**config.mk**
```make
export PLATFORM = sky130hd
export DESIGN_NAME = sprite_texel_address_generator
export DESIGN_NICKNAME = d
export VERILOG_FILES = /design/src/rtl/core/stag_pkg.sv /design/src/rtl/core/stag_decode.sv /design/src/rtl/core/stag_texel.sv /design/src/rtl/core/stag_addr.sv /design/src/rtl/core/sprite_texel_address_generator.sv
export SDC_FILE = /design/constraint.sdc
export NUM_CORES = 2
export LEC_CHECK = 0
export ABC_AREA = 1
export BUFFER_PORTS_ARGS = -buffer_cell sky130_fd_sc_hd__clkbuf_2
export CORE_MARGIN = 2
export CORE_UTILIZATION = 45
export CTS_BUF_LIST = sky130_fd_sc_hd__clkbuf_4
export DETAILED_ROUTE_END_ITERATION = 12
export GPL_TIMING_DRIVEN = 0
export SYNTH_ARGS = -nofsm -noshare
export SYNTH_HDL_FRONTEND = slang
export SYNTH_SLANG_ARGS = --single-unit
```
**constraint.sdc**
```tcl
create_clock -name clk -period 14.9 [get_ports clk]
set_input_delay 1.49 -clock clk [delete_from_list [all_inputs] [get_ports clk]]
set_output_delay 1.49 -clock clk [all_outputs]
set_load 0.01 [all_outputs]
```
**src/rtl/core/stag_pkg.sv**
```systemverilog
// ----------------------------------------------------------------------------
// Sprite texel address generator package
// Shared types, constants and size-table functions for the texel address path.
// ----------------------------------------------------------------------------
`default_nettype none

package stag_pkg;

  localparam int SCREEN_WIDTH = 240;

  // Configuration register indexes.
  localparam logic REG_ONE_DIM     = 1'b0;
  localparam logic REG_BITMAP_BASE = 1'b1;

  // Object mode codes.
  localparam logic [1:0] MODE_AFFINE = 2'd1;
  localparam logic [1:0] MODE_HIDDEN = 2'd2;
  localparam logic [1:0] MODE_DOUBLE = 2'd3;

  localparam logic [1:0] SHAPE_PROHIBITED = 2'd3;

  localparam logic [16:0] TILE_BASE_OBJ    = 17'h10000;
  localparam logic [16:0] TILE_BASE_BITMAP = 17'h14000;

  typedef struct packed {
    logic [15:0]        attr_word0;
    logic [15:0]        attr_word1;
    logic [15:0]        attr_word2;
    logic signed [15:0] coef_a;
    logic signed [15:0] coef_b;
    logic signed [15:0] coef_c;
    logic signed [15:0] coef_d;
    logic [7:0]         line_number;
    logic [6:0]         column_in_sprite;
  } stag_in_t;

  typedef struct packed {
    logic        hit;
    logic [7:0]  screen_x;
    logic [16:0] vram_offset;
    logic        high_nibble;
    logic        eight_bpp;
    logic [3:0]  palette_bank;
    logic [1:0]  sprite_priority;
  } stag_out_t;

  typedef struct packed {
    logic one_dim;
    logic bitmap_base;
  } stag_cfg_t;

  // Decoded attributes and box position of one pixel.
  typedef struct packed {
    logic              shown;
    logic              affine;
    logic              is8;
    logic              hflip;
    logic              vflip;
    logic [1:0]        wk;
    logic [6:0]        w;
    logic [6:0]        h;
    logic [6:0]        px;
    logic [7:0]        ly;
    logic signed [8:0] dx;
    logic signed [8:0] dy;
    logic [7:0]        screen_x;
    logic [9:0]        tile;
    logic [1:0]        prio;
    logic [3:0]        palette;
  } stag_attr_t;

  typedef struct packed {
    logic       in_tex;
    logic [5:0] tx;
    logic [5:0] ty;
  } stag_coord_t;

  // Texture width as 8 << result.
  function automatic logic [1:0] width_log2(input logic [1:0] shape, input logic [1:0] size);
    logic [1:0] k;
    case ({shape, size})
      4'b00_00: k = 2'd0;
      4'b00_01: k = 2'd1;
      4'b00_10: k = 2'd2;
      4'b00_11: k = 2'd3;
      4'b01_00: k = 2'd1;
      4'b01_01: k = 2'd2;
      4'b01_10: k = 2'd2;
      4'b01_11: k = 2'd3;
      4'b10_00: k = 2'd0;
      4'b10_01: k = 2'd0;
      4'b10_10: k = 2'd1;
      4'b10_11: k = 2'd2;
      default:  k = 2'd0;
    endcase
    return k;
  endfunction

  // Texture height as 8 << result.
  function automatic logic [1:0] height_log2(input logic [1:0] shape, input logic [1:0] size);
    logic [1:0] k;
    case ({shape, size})
      4'b00_00: k = 2'd0;
      4'b00_01: k = 2'd1;
      4'b00_10: k = 2'd2;
      4'b00_11: k = 2'd3;
      4'b01_00: k = 2'd0;
      4'b01_01: k = 2'd0;
      4'b01_10: k = 2'd1;
      4'b01_11: k = 2'd2;
      4'b10_00: k = 2'd1;
      4'b10_01: k = 2'd2;
      4'b10_10: k = 2'd2;
      4'b10_11: k = 2'd3;
      default:  k = 2'd0;
    endcase
    return k;
  endfunction

endpackage

`default_nettype wire

```
**src/rtl/core/stag_decode.sv**
```systemverilog
// ----------------------------------------------------------------------------
// Attribute decode
// Decodes mode, shape and size, and tests the pixel against the drawn box and
// the screen.
// ----------------------------------------------------------------------------
`default_nettype none

module stag_decode (
  input  wire stag_pkg::stag_in_t   item,
  output stag_pkg::stag_attr_t      attr
);

  logic [1:0]        mode;
  logic [1:0]        shape;
  logic [1:0]        size;
  logic              dbl;
  logic [1:0]        wk;
  logic [1:0]        hk;
  logic [6:0]        w;
  logic [6:0]        h;
  logic [7:0]        dw;
  logic [7:0]        dh;
  logic [6:0]        half_dw;
  logic [6:0]        half_dh;
  logic [7:0]        ly;
  logic [6:0]        px;
  logic [9:0]        sx;
  logic              row_ok;
  logic              col_ok;
  logic              scr_ok;
  logic              mode_ok;

  always_comb begin
    mode  = item.attr_word0[9:8];
    shape = item.attr_word0[15:14];
    size  = item.attr_word1[15:14];
    dbl   = (mode == stag_pkg::MODE_DOUBLE);
    wk    = stag_pkg::width_log2(shape, size);
    hk    = stag_pkg::height_log2(shape, size);
    w     = 7'd8 << wk;
    h     = 7'd8 << hk;
    dw    = dbl ? {w, 1'b0} : {1'b0, w};
    dh    = dbl ? {h, 1'b0} : {1'b0, h};
    half_dw = dbl ? w : (w >> 1);
    half_dh = dbl ? h : (h >> 1);

    // The row difference wraps round the 256-line frame.
    ly = item.line_number - item.attr_word0[7:0];
    px = item.column_in_sprite;

    // X is a 9-bit signed field.
    sx = {item.attr_word1[8], item.attr_word1[8:0]} + {3'b000, px};

    mode_ok = (mode != stag_pkg::MODE_HIDDEN) && (shape != stag_pkg::SHAPE_PROHIBITED);
    row_ok  = (ly < dh);
    col_ok  = ({1'b0, px} < dw);
    scr_ok  = !sx[9] && (sx < 10'(stag_pkg::SCREEN_WIDTH));

    attr.shown    = mode_ok && row_ok && col_ok && scr_ok;
    attr.affine   = (mode == stag_pkg::MODE_AFFINE) || (mode == stag_pkg::MODE_DOUBLE);
    attr.is8      = item.attr_word0[13];
    attr.hflip    = item.attr_word1[12];
    attr.vflip    = item.attr_word1[13];
    attr.wk       = wk;
    attr.w        = w;
    attr.h        = h;
    attr.px       = px;
    attr.ly       = ly;
    attr.dx       = $signed({2'b00, px}) - $signed({2'b00, half_dw});
    attr.dy       = $signed({1'b0, ly}) - $signed({2'b00, half_dh});
    attr.screen_x = sx[7:0];
    attr.tile     = item.attr_word2[9:0];
    attr.prio     = item.attr_word2[11:10];
    attr.palette  = item.attr_word2[15:12];
  end

endmodule

`default_nettype wire

```
**src/rtl/core/stag_texel.sv**
```systemverilog
// ----------------------------------------------------------------------------
// Texel coordinate unit
// Works out the texture coordinates by the affine transform or by flipping.
// ----------------------------------------------------------------------------
`default_nettype none

module stag_texel (
  input  wire stag_pkg::stag_in_t   item,
  input  wire stag_pkg::stag_attr_t attr,
  output stag_pkg::stag_coord_t     coord
);

  logic signed [24:0] p_a;
  logic signed [24:0] p_b;
  logic signed [24:0] p_c;
  logic signed [24:0] p_d;
  logic signed [25:0] sum_x;
  logic signed [25:0] sum_y;
  logic signed [18:0] tx_full;
  logic signed [18:0] ty_full;
  logic               tx_in;
  logic               ty_in;
  logic [6:0]         w_m1;
  logic [6:0]         h_m1;
  logic [5:0]         tx_plain;
  logic [5:0]         ty_plain;

  always_comb begin
    p_a   = item.coef_a * attr.dx;
    p_b   = item.coef_b * attr.dy;
    p_c   = item.coef_c * attr.dx;
    p_d   = item.coef_d * attr.dy;
    sum_x = 26'(p_a) + 26'(p_b);
    sum_y = 26'(p_c) + 26'(p_d);

    // Taking the top bits of the 8.8 sum floors towards minus infinity.
    tx_full = $signed({sum_x[25], sum_x[25:8]}) + $signed({13'd0, attr.w[6:1]});
    ty_full = $signed({sum_y[25], sum_y[25:8]}) + $signed({13'd0, attr.h[6:1]});
    tx_in   = !tx_full[18] && (tx_full[17:0] < {11'd0, attr.w});
    ty_in   = !ty_full[18] && (ty_full[17:0] < {11'd0, attr.h});

    w_m1     = attr.w - 7'd1;
    h_m1     = attr.h - 7'd1;
    tx_plain = attr.hflip ? (w_m1[5:0] - attr.px[5:0]) : attr.px[5:0];
    ty_plain = attr.vflip ? (h_m1[5:0] - attr.ly[5:0]) : attr.ly[5:0];

    if (attr.affine) begin
      coord.in_tex = tx_in && ty_in;
      coord.tx     = tx_full[5:0];
      coord.ty     = ty_full[5:0];
    end else begin
      coord.in_tex = 1'b1;
      coord.tx     = tx_plain;
      coord.ty     = ty_plain;
    end
  end

endmodule

`default_nettype wire

```
**src/rtl/core/stag_addr.sv**
```systemverilog
// ----------------------------------------------------------------------------
// Texel address unit
// Forms the video memory byte offset for 1D or 2D tile layout and builds the
// result word.
// ----------------------------------------------------------------------------
`default_nettype none

module stag_addr (
  input  wire stag_pkg::stag_cfg_t   cfg,
  input  wire stag_pkg::stag_attr_t  attr,
  input  wire stag_pkg::stag_coord_t coord,
  output stag_pkg::stag_out_t        result
);

  logic [2:0]  tx8;
  logic [2:0]  ty8;
  logic [6:0]  lin;
  logic [7:0]  step;
  logic [9:0]  tile_2d;
  logic [3:0]  col_2d;
  logic [11:0] tnum;
  logic [5:0]  byte_off;
  logic [16:0] base;
  logic [16:0] addr;
  logic        hit;

  always_comb begin
    tx8 = coord.tx[5:3];
    ty8 = coord.ty[5:3];

    // Tiles per texture row is a power of two, so the row step is a shift.
    lin  = ({4'd0, ty8} << attr.wk) + {4'd0, tx8};
    step = attr.is8 ? {lin, 1'b0} : {1'b0, lin};

    // In 2D layout an 8bpp tile spans two tile slots and bit 0 is dropped.
    tile_2d = attr.is8 ? {attr.tile[9:1], 1'b0} : attr.tile;
    col_2d  = attr.is8 ? {tx8, 1'b0} : {1'b0, tx8};

    if (cfg.one_dim) begin
      tnum = {2'b00, attr.tile} + {4'd0, step};
    end else begin
      tnum = {2'b00, tile_2d} + {4'd0, ty8, 5'd0} + {8'd0, col_2d};
    end

    byte_off = attr.is8 ? {coord.ty[2:0], coord.tx[2:0]}
                        : {1'b0, coord.ty[2:0], coord.tx[2:1]};
    base     = cfg.bitmap_base ? stag_pkg::TILE_BASE_BITMAP : stag_pkg::TILE_BASE_OBJ;
    addr     = {tnum, 5'd0} + {11'd0, byte_off} + base;

    hit = attr.shown && coord.in_tex;

    result = '0;
    if (hit) begin
      result.hit             = 1'b1;
      result.screen_x        = attr.screen_x;
      result.vram_offset     = addr;
      result.high_nibble     = attr.is8 ? 1'b0 : coord.tx[0];
      result.eight_bpp       = attr.is8;
      result.palette_bank    = attr.is8 ? 4'd0 : attr.palette;
      result.sprite_priority = attr.prio;
    end
  end

endmodule

`default_nettype wire

```
**src/rtl/core/sprite_texel_address_generator.sv**
```systemverilog
// ----------------------------------------------------------------------------
// Sprite texel address generator
// Registers a sprite pixel request, works out its texel address in one pass
// and registers the result word.
// ----------------------------------------------------------------------------
// Timing: a word is taken into the input register, and its result is taken into
// the result register together with the result strobe.
// Throughput: one word every cycle; busy is never raised, since the whole pass is
// one short combinational path between the input register and the result register.
// The receiver cannot stall; each result is shown for exactly one cycle.
// Synchronous reset clears the valid flags and both configuration registers.
`default_nettype none

module sprite_texel_address_generator (
  input  wire                  clk,
  input  wire                  rst_n,
  input  wire                  start,
  output logic                 busy,
  input  wire stag_pkg::stag_in_t in_item,
  output logic                 out_valid,
  output stag_pkg::stag_out_t  out_item,
  input  wire                  cfg_we,
  input  wire                  cfg_index,
  input  wire                  cfg_wdata
);

  logic                  in_valid_r;
  stag_pkg::stag_in_t    in_item_r;
  logic                  out_valid_r;
  stag_pkg::stag_out_t   out_item_r;
  stag_pkg::stag_cfg_t   cfg_r;
  stag_pkg::stag_cfg_t   cfg_nxt;
  stag_pkg::stag_attr_t  attr;
  stag_pkg::stag_coord_t coord;
  stag_pkg::stag_out_t   result;

  assign busy = 1'b0;

  always_comb begin
    cfg_nxt = cfg_r;
    if (cfg_we) begin
      case (cfg_index)
        stag_pkg::REG_ONE_DIM:     cfg_nxt.one_dim     = cfg_wdata;
        stag_pkg::REG_BITMAP_BASE: cfg_nxt.bitmap_base = cfg_wdata;
        default:                   cfg_nxt = cfg_r;
      endcase
    end
  end

  always_ff @(posedge clk) begin
    if (!rst_n) begin
      cfg_r       <= '0;
      in_valid_r  <= 1'b0;
      out_valid_r <= 1'b0;
    end else begin
      cfg_r       <= cfg_nxt;
      in_valid_r  <= start && !busy;
      out_valid_r <= in_valid_r;
    end
  end

  // Payload registers carry no reset.
  always_ff @(posedge clk) begin
    if (start && !busy) begin
      in_item_r <= in_item;
    end
    if (in_valid_r) begin
      out_item_r <= result;
    end
  end

  stag_decode u_decode (
    .item (in_item_r),
    .attr (attr)
  );

  stag_texel u_texel (
    .item  (in_item_r),
    .attr  (attr),
    .coord (coord)
  );

  stag_addr u_addr (
    .cfg    (cfg_r),
    .attr   (attr),
    .coord  (coord),
    .result (result)
  );

  assign out_valid = out_valid_r;
  assign out_item  = out_item_r;

endmodule

`default_nettype wire
```
# Yosys cells after proc, flatten, opt, wreduce, memory -nomap -nowiden
# Memories as Yosys holds them, arrays and structs flattened. A register that Yosys moved wholly into a read port is not among the register bits.
# Cells that the tools add are included.
# totals
reg_bits	165
mem_bits_ro	64
in_bits	133
out_inout_bits	36
word_cells	92
mem_count	2
# op_classes
addsub	18
n_mul	4
order_cmp	5
eq_ne	4
shifts	3
muxes	18
n_bitwise	2
n_reduce_logical	16
# mem_list
memory	words	width	rd	rd_clocked_by_memory_dff	wr	line_no	rtl
(no name shown)	16	2	1	1	0	stag_pkg.sv:81	case ({shape, size})
(no name shown)	16	2	1	1	0	stag_pkg.sv:102	case ({shape, size})
# ops
cell	n
$add 24x25->26	2
$mul 16x9->25	2
$mul 16x8->24	2
$add 18x7->19	2
$lt 18x7->1	2
$mux 34	1
$mux 8	3
$add 10x8->11	2
$mux 6	3
$add 17x17->17	1
$add 17x6->17	1
$mux 4	4
$mux 15	1
$mux 7	2
$shl 4x2->7 const A	2
$mux 13	1
$add 12x4->12	1
$mux 12	1
$sub 6x1->6 const B	2
$sub 6x6->6	2
$add 9x8->10	1
$lt 10x8->1 const B	1
$logic_and 1x1->1	9
$sub 8x7->9	1
other kinds (15)	21

# Longest topological paths before layout
# logic_depth
depth_word	18
depth_mapped	71

# Hierarchy
# Synthesis repeated with hierarchy kept, for this count alone.
# hier_totals
hier_cells	3891
hier_area_um2	32264.7
# by_module_without_submodules
mod	instances	cells_per_inst	area_per_inst_um2
stag_texel	1	3064	23628.9
sprite_texel_address_generator	1	181	4988.5
stag_decode	1	290	1836.8
stag_addr	1	356	1810.5

# Worst setup path before layout
# Ideal clock, no wire load.
# synth_timing
kind	register to register
start	register in_item_r[7] in the netlist's numbering
end	register out_item_r (netlist bit out_item[23]) (data pin)
setup_time_ps	253
arrival_time_ps	10982
required_time_ps	14647
slack_ps	3665
path_stages_with_launch	64
n_path_buf	2
path_cell_list	edfxtp_1 -> inv_1 -> ha_1 -> inv_1 -> fa_1 -> xor2_1 -> ha_1 -> clkbuf_1 -> inv_1 -> o21ai_0 -> nand3_1 -> nand2_1 -> nand2_1 -> a21oi_1 -> inv_1 -> nand2_1 -> clkinv_1 -> clkbuf_1 -> [28 not listed] -> nand2_1 -> o21ai_0 -> ha_1 -> a21oi_1 -> o21a_1 -> nor2_1 -> o21ai_0 -> nand2_1 -> nand2_1 -> a21oi_1 -> xor2_1 -> o21ai_0 -> inv_1 -> ha_1 -> a31oi_1 -> xor2_1 -> inv_1 -> nor2_1
# synth_between
elab_chain_len	13
elab_cells_between_ends	34
# synth_lines
element	line_no	rtl
from (decl)	sprite_texel_address_generator.sv:28	stag_pkg::stag_in_t in_item_r;
from (signal assigned)	sprite_texel_address_generator.sv:65	in_item_r <= in_item;
$sub 8x8->8 (*)	stag_decode.sv:48	ly = item.line_number - item.attr_word0[7:0];
$sub 8x7->9	stag_decode.sv:70	attr.dy = $signed({1'b0, ly}) - $signed({2'b00, half_dh});
$mul 16x9->25	stag_texel.sv:32	p_d = item.coef_d * attr.dy;
$add 24x25->26	stag_texel.sv:34	sum_y = 26'(p_c) + 26'(p_d);
$add 18x7->19	stag_texel.sv:38	ty_full = $signed({sum_y[25], sum_y[25:8]}) + $signed({13'd0, attr.h[6:1]});
$mux 13	stag_texel.sv:47	if (attr.affine) begin
$shl 3x2->7	stag_addr.sv:32	lin = ({4'd0, ty8} << attr.wk) + {4'd0, tx8};
$add 7x3->7	stag_addr.sv:32	
$mux 8	stag_addr.sv:33	step = attr.is8 ? {lin, 1'b0} : {1'b0, lin};
$add 10x8->11	stag_addr.sv:40	tnum = {2'b00, attr.tile} + {4'd0, step};
$mux 12	stag_addr.sv:39	if (cfg.one_dim) begin
$add 17x6->17	stag_addr.sv:48	addr = {tnum, 5'd0} + {11'd0, byte_off} + base;
$add 17x17->17	stag_addr.sv:48	
to (signal assigned)	sprite_texel_address_generator.sv:68	out_item_r <= result;
to (decl)	sprite_texel_address_generator.sv:30	stag_pkg::stag_out_t out_item_r;
# Mark *: on every way between the ends. The rest lies on a longest branch, timed or not.
# A chain may end at the register's enable or synchronous reset.

# Worst setup path in the final report
# Same ends and word-level chain as after synthesis.

==> out/results.ini <==
[outcome]
outcome=completed

[global_route]
overflow=0
grt_util_all_layers=0.265
grt_pass1_vias=23600
antenna_found_initial=1
grt_pass1_wl_um=133000
grt_max_degree=69

[final_layout]
layout-drive-gt1-share=0.0733
syn2layout_area_growth_pct=7.72
utilization=0.491
nNetsFinal=4585

[sta]
min_period_over_period=0.945
relSlewSlack=0.240
clock_skew_ns=0.0508
hold_viol=0
worst_pin_slew_ns=1.14
setup_viol=0
finalCriticalPeriod_ns=14.09
fmax_mhz=71.0
finalMaxSlewViolations=0

[setup_path]
cpMaxStageDelayCell=clkdlybuf4s15_1
r2r_slack_ns=0.81
cp.required_ns=15.58
ff2ff_path_depth=59
crit_cells=59
crit_family=adder cells
critPathCapture=out_item[23]
worstPathArrival_ns=14.77
cp-startpoint=in_item_r[7]
crit_type=register to register
start_kind=register
reg2reg_to=out_item[23]
crit_path_end_kind=register
timing.rr.start=in_item_r[7]
max_stage_delay_ns=0.86
cp.buffers_inverters=12
worst-path-max-fanout=11

[clock_network]
clkTransAtPathRegs_ns=0.21
clock_sinks=163
numCtsBuffers=17
cts_tree=done
clk_latency_ns=0.80
cts_max_level=4
cts_root_buf=clkbuf_4
clockBufferDepth=2
hold_buffers=0

[synth]
synth_top_area_frac=0.375
ys_seq_area_frac=0.164
ys_types=53
syn_avg_cell_area_um2=8.36
synth_fp_nets=4403
syn_area_um2=29400
netlist_instances=3515
yosys-top-cells-area=fa_1, edfxtp_1, inv_1
synth_top_area_cell=fa_1
ys_async_sr_fraction=0
synth_edf_count=155
synth-seq-cells=163
synth_ff_type=edfxtp_1
ys.warnings.count=0

[floorplanning]
ioPinCount=169
dieArea_um2=67400
dieWidth_um=260
coreArea_um2=64500
chipHeight_um=260
num_rows=93
initial_core_util=0.456

[job]
drv_cap=0

[routing]
viasPerCell=5.01
antenna_left=0
dr_wl_met3_um=6100
drt_iter0_drc=1975
wl_met1_um=36000
routedWlPerCell_um=18.4
drc=0
drt_pass1_iterations=6
top_layer_used=met4
vias=22900
wirelength_um=83900
wl_met2_um=38200

[placement]
detailed_place_hpwl_um=72600
place_congestion=0.947
port_buffers=161

[worst_hold_path]
hold_class=register to register

-- state kept, by name, summed over array words and instances, names as in the netlist --
name         count
in_valid_r       1
u_decode.wk      2
in_item_r      121
cfg_r            2
out_valid        1
out_item        34
u_decode.hk      2
-- layout by cell type, fill, tap and decap left out, types with 32 or more instances in the layout --
cell type and count:
clkbuf_1 53, edfxtp_1 155, inv_1 894, a21oi_1 83, ha_1 204, nand2_1 798, xnor2_1 32, nor2_1 353
fa_1 550, clkbuf_2 162, o21ai_0 68, xor2_1 37, nand3_1 91
-- cells in the mapped netlist, drive strengths merged (2+ instances only) --
master  instances
a21o            4
a21oi          83
a31oi           5
and2            2
and3            2
buf             8
clkbuf         57
clkinv          6
dfxtp           8
edfxtp        155
fa            550
ha            205
inv           906
mux2i           7
nand2         804
nand3          96
nand3b          8
nand4          18
nor2          373
nor3           14
nor3b           2
nor4            4
o211ai          7
o21a            3
o21ai          71
o21bai         12
o22ai           5
o31ai           2
or2            18
or3             3
xnor2          32
xor2           37
-- timing repair --
action,4_1_cts,5_1_grt
gates resized for setup,0,5
endpoints found under the setup margin,0,5
setup buffers,0,2
-- area by class of cell --
cell class	count	area (um2)
Antenna cell	2	5.00
Buffer	64	279
Clock buffer	17	128
Clock inverter	15	194
Fill cell	6410	32800
Inverter	912	3430
Multi-Input combinational cell	2375	20900
Sequential cell	163	4820
Tap cell	855	1070
Timing Repair Buffer	164	857
-- layer usage --
metal	global-route usage	up-vias
met5	0	-
li1	-	10800
met3	0.0379	133
met2	0.422	809
met4	0.107	0
met1	0.366	11200
-- tightest hold or removal path, stage by stage (launching register included) --
cell     delay, ns
dfxtp_1       0.36
a21oi_1       0.11
nor2_1        0.05
-- per-stage QoR --
step                      instance area, um2    TNS, ns  setup slack [ns]  hold slack, ns  instances
final                                  31700          0             0.814           0.529       4567
after global routing                   31700  -0.000306         -0.000306           0.571       4566
after CTS                              31600          0             0.265           0.529       4564
after detailed placement               31300          0             0.249           0.486       4532
after global placement                 31300          0             0.244           0.483       4531
after floorplan                        29400          0              3.66           0.458       3515
-- how the worst min path moves through the flow --
stage	slack [ns]	startpoint	end	cells past startpoint
floorplan	0.46	cfg_r[0]	cfg_r[0]	2
global placement	0.48	cfg_r[0]	cfg_r[0]	2
detailed placement	0.49	cfg_r[0]	cfg_r[0]	2
CTS	0.53	cfg_r[0]	cfg_r[0]	2
global route	0.57	cfg_r[0]	cfg_r[0]	2
finish	0.53	cfg_r[0]	cfg_r[0]	2
-- logic make-up after synthesis --
family	after synthesis	share of synthesized area
other	1	0.000128
buffers and inverters	977	0.126
and+or+nand+nor	1344	0.187
muxes	8	0.00277
adders and majority gates	755	0.462
DFF	163	0.164
AOI/OAI and AO/OA	198	0.0375
xor gates and xnor gates	69	0.0206
Power is not shown: default switching activity piles up to over one toggle a cycle in this logic, so the estimate is an artifact.
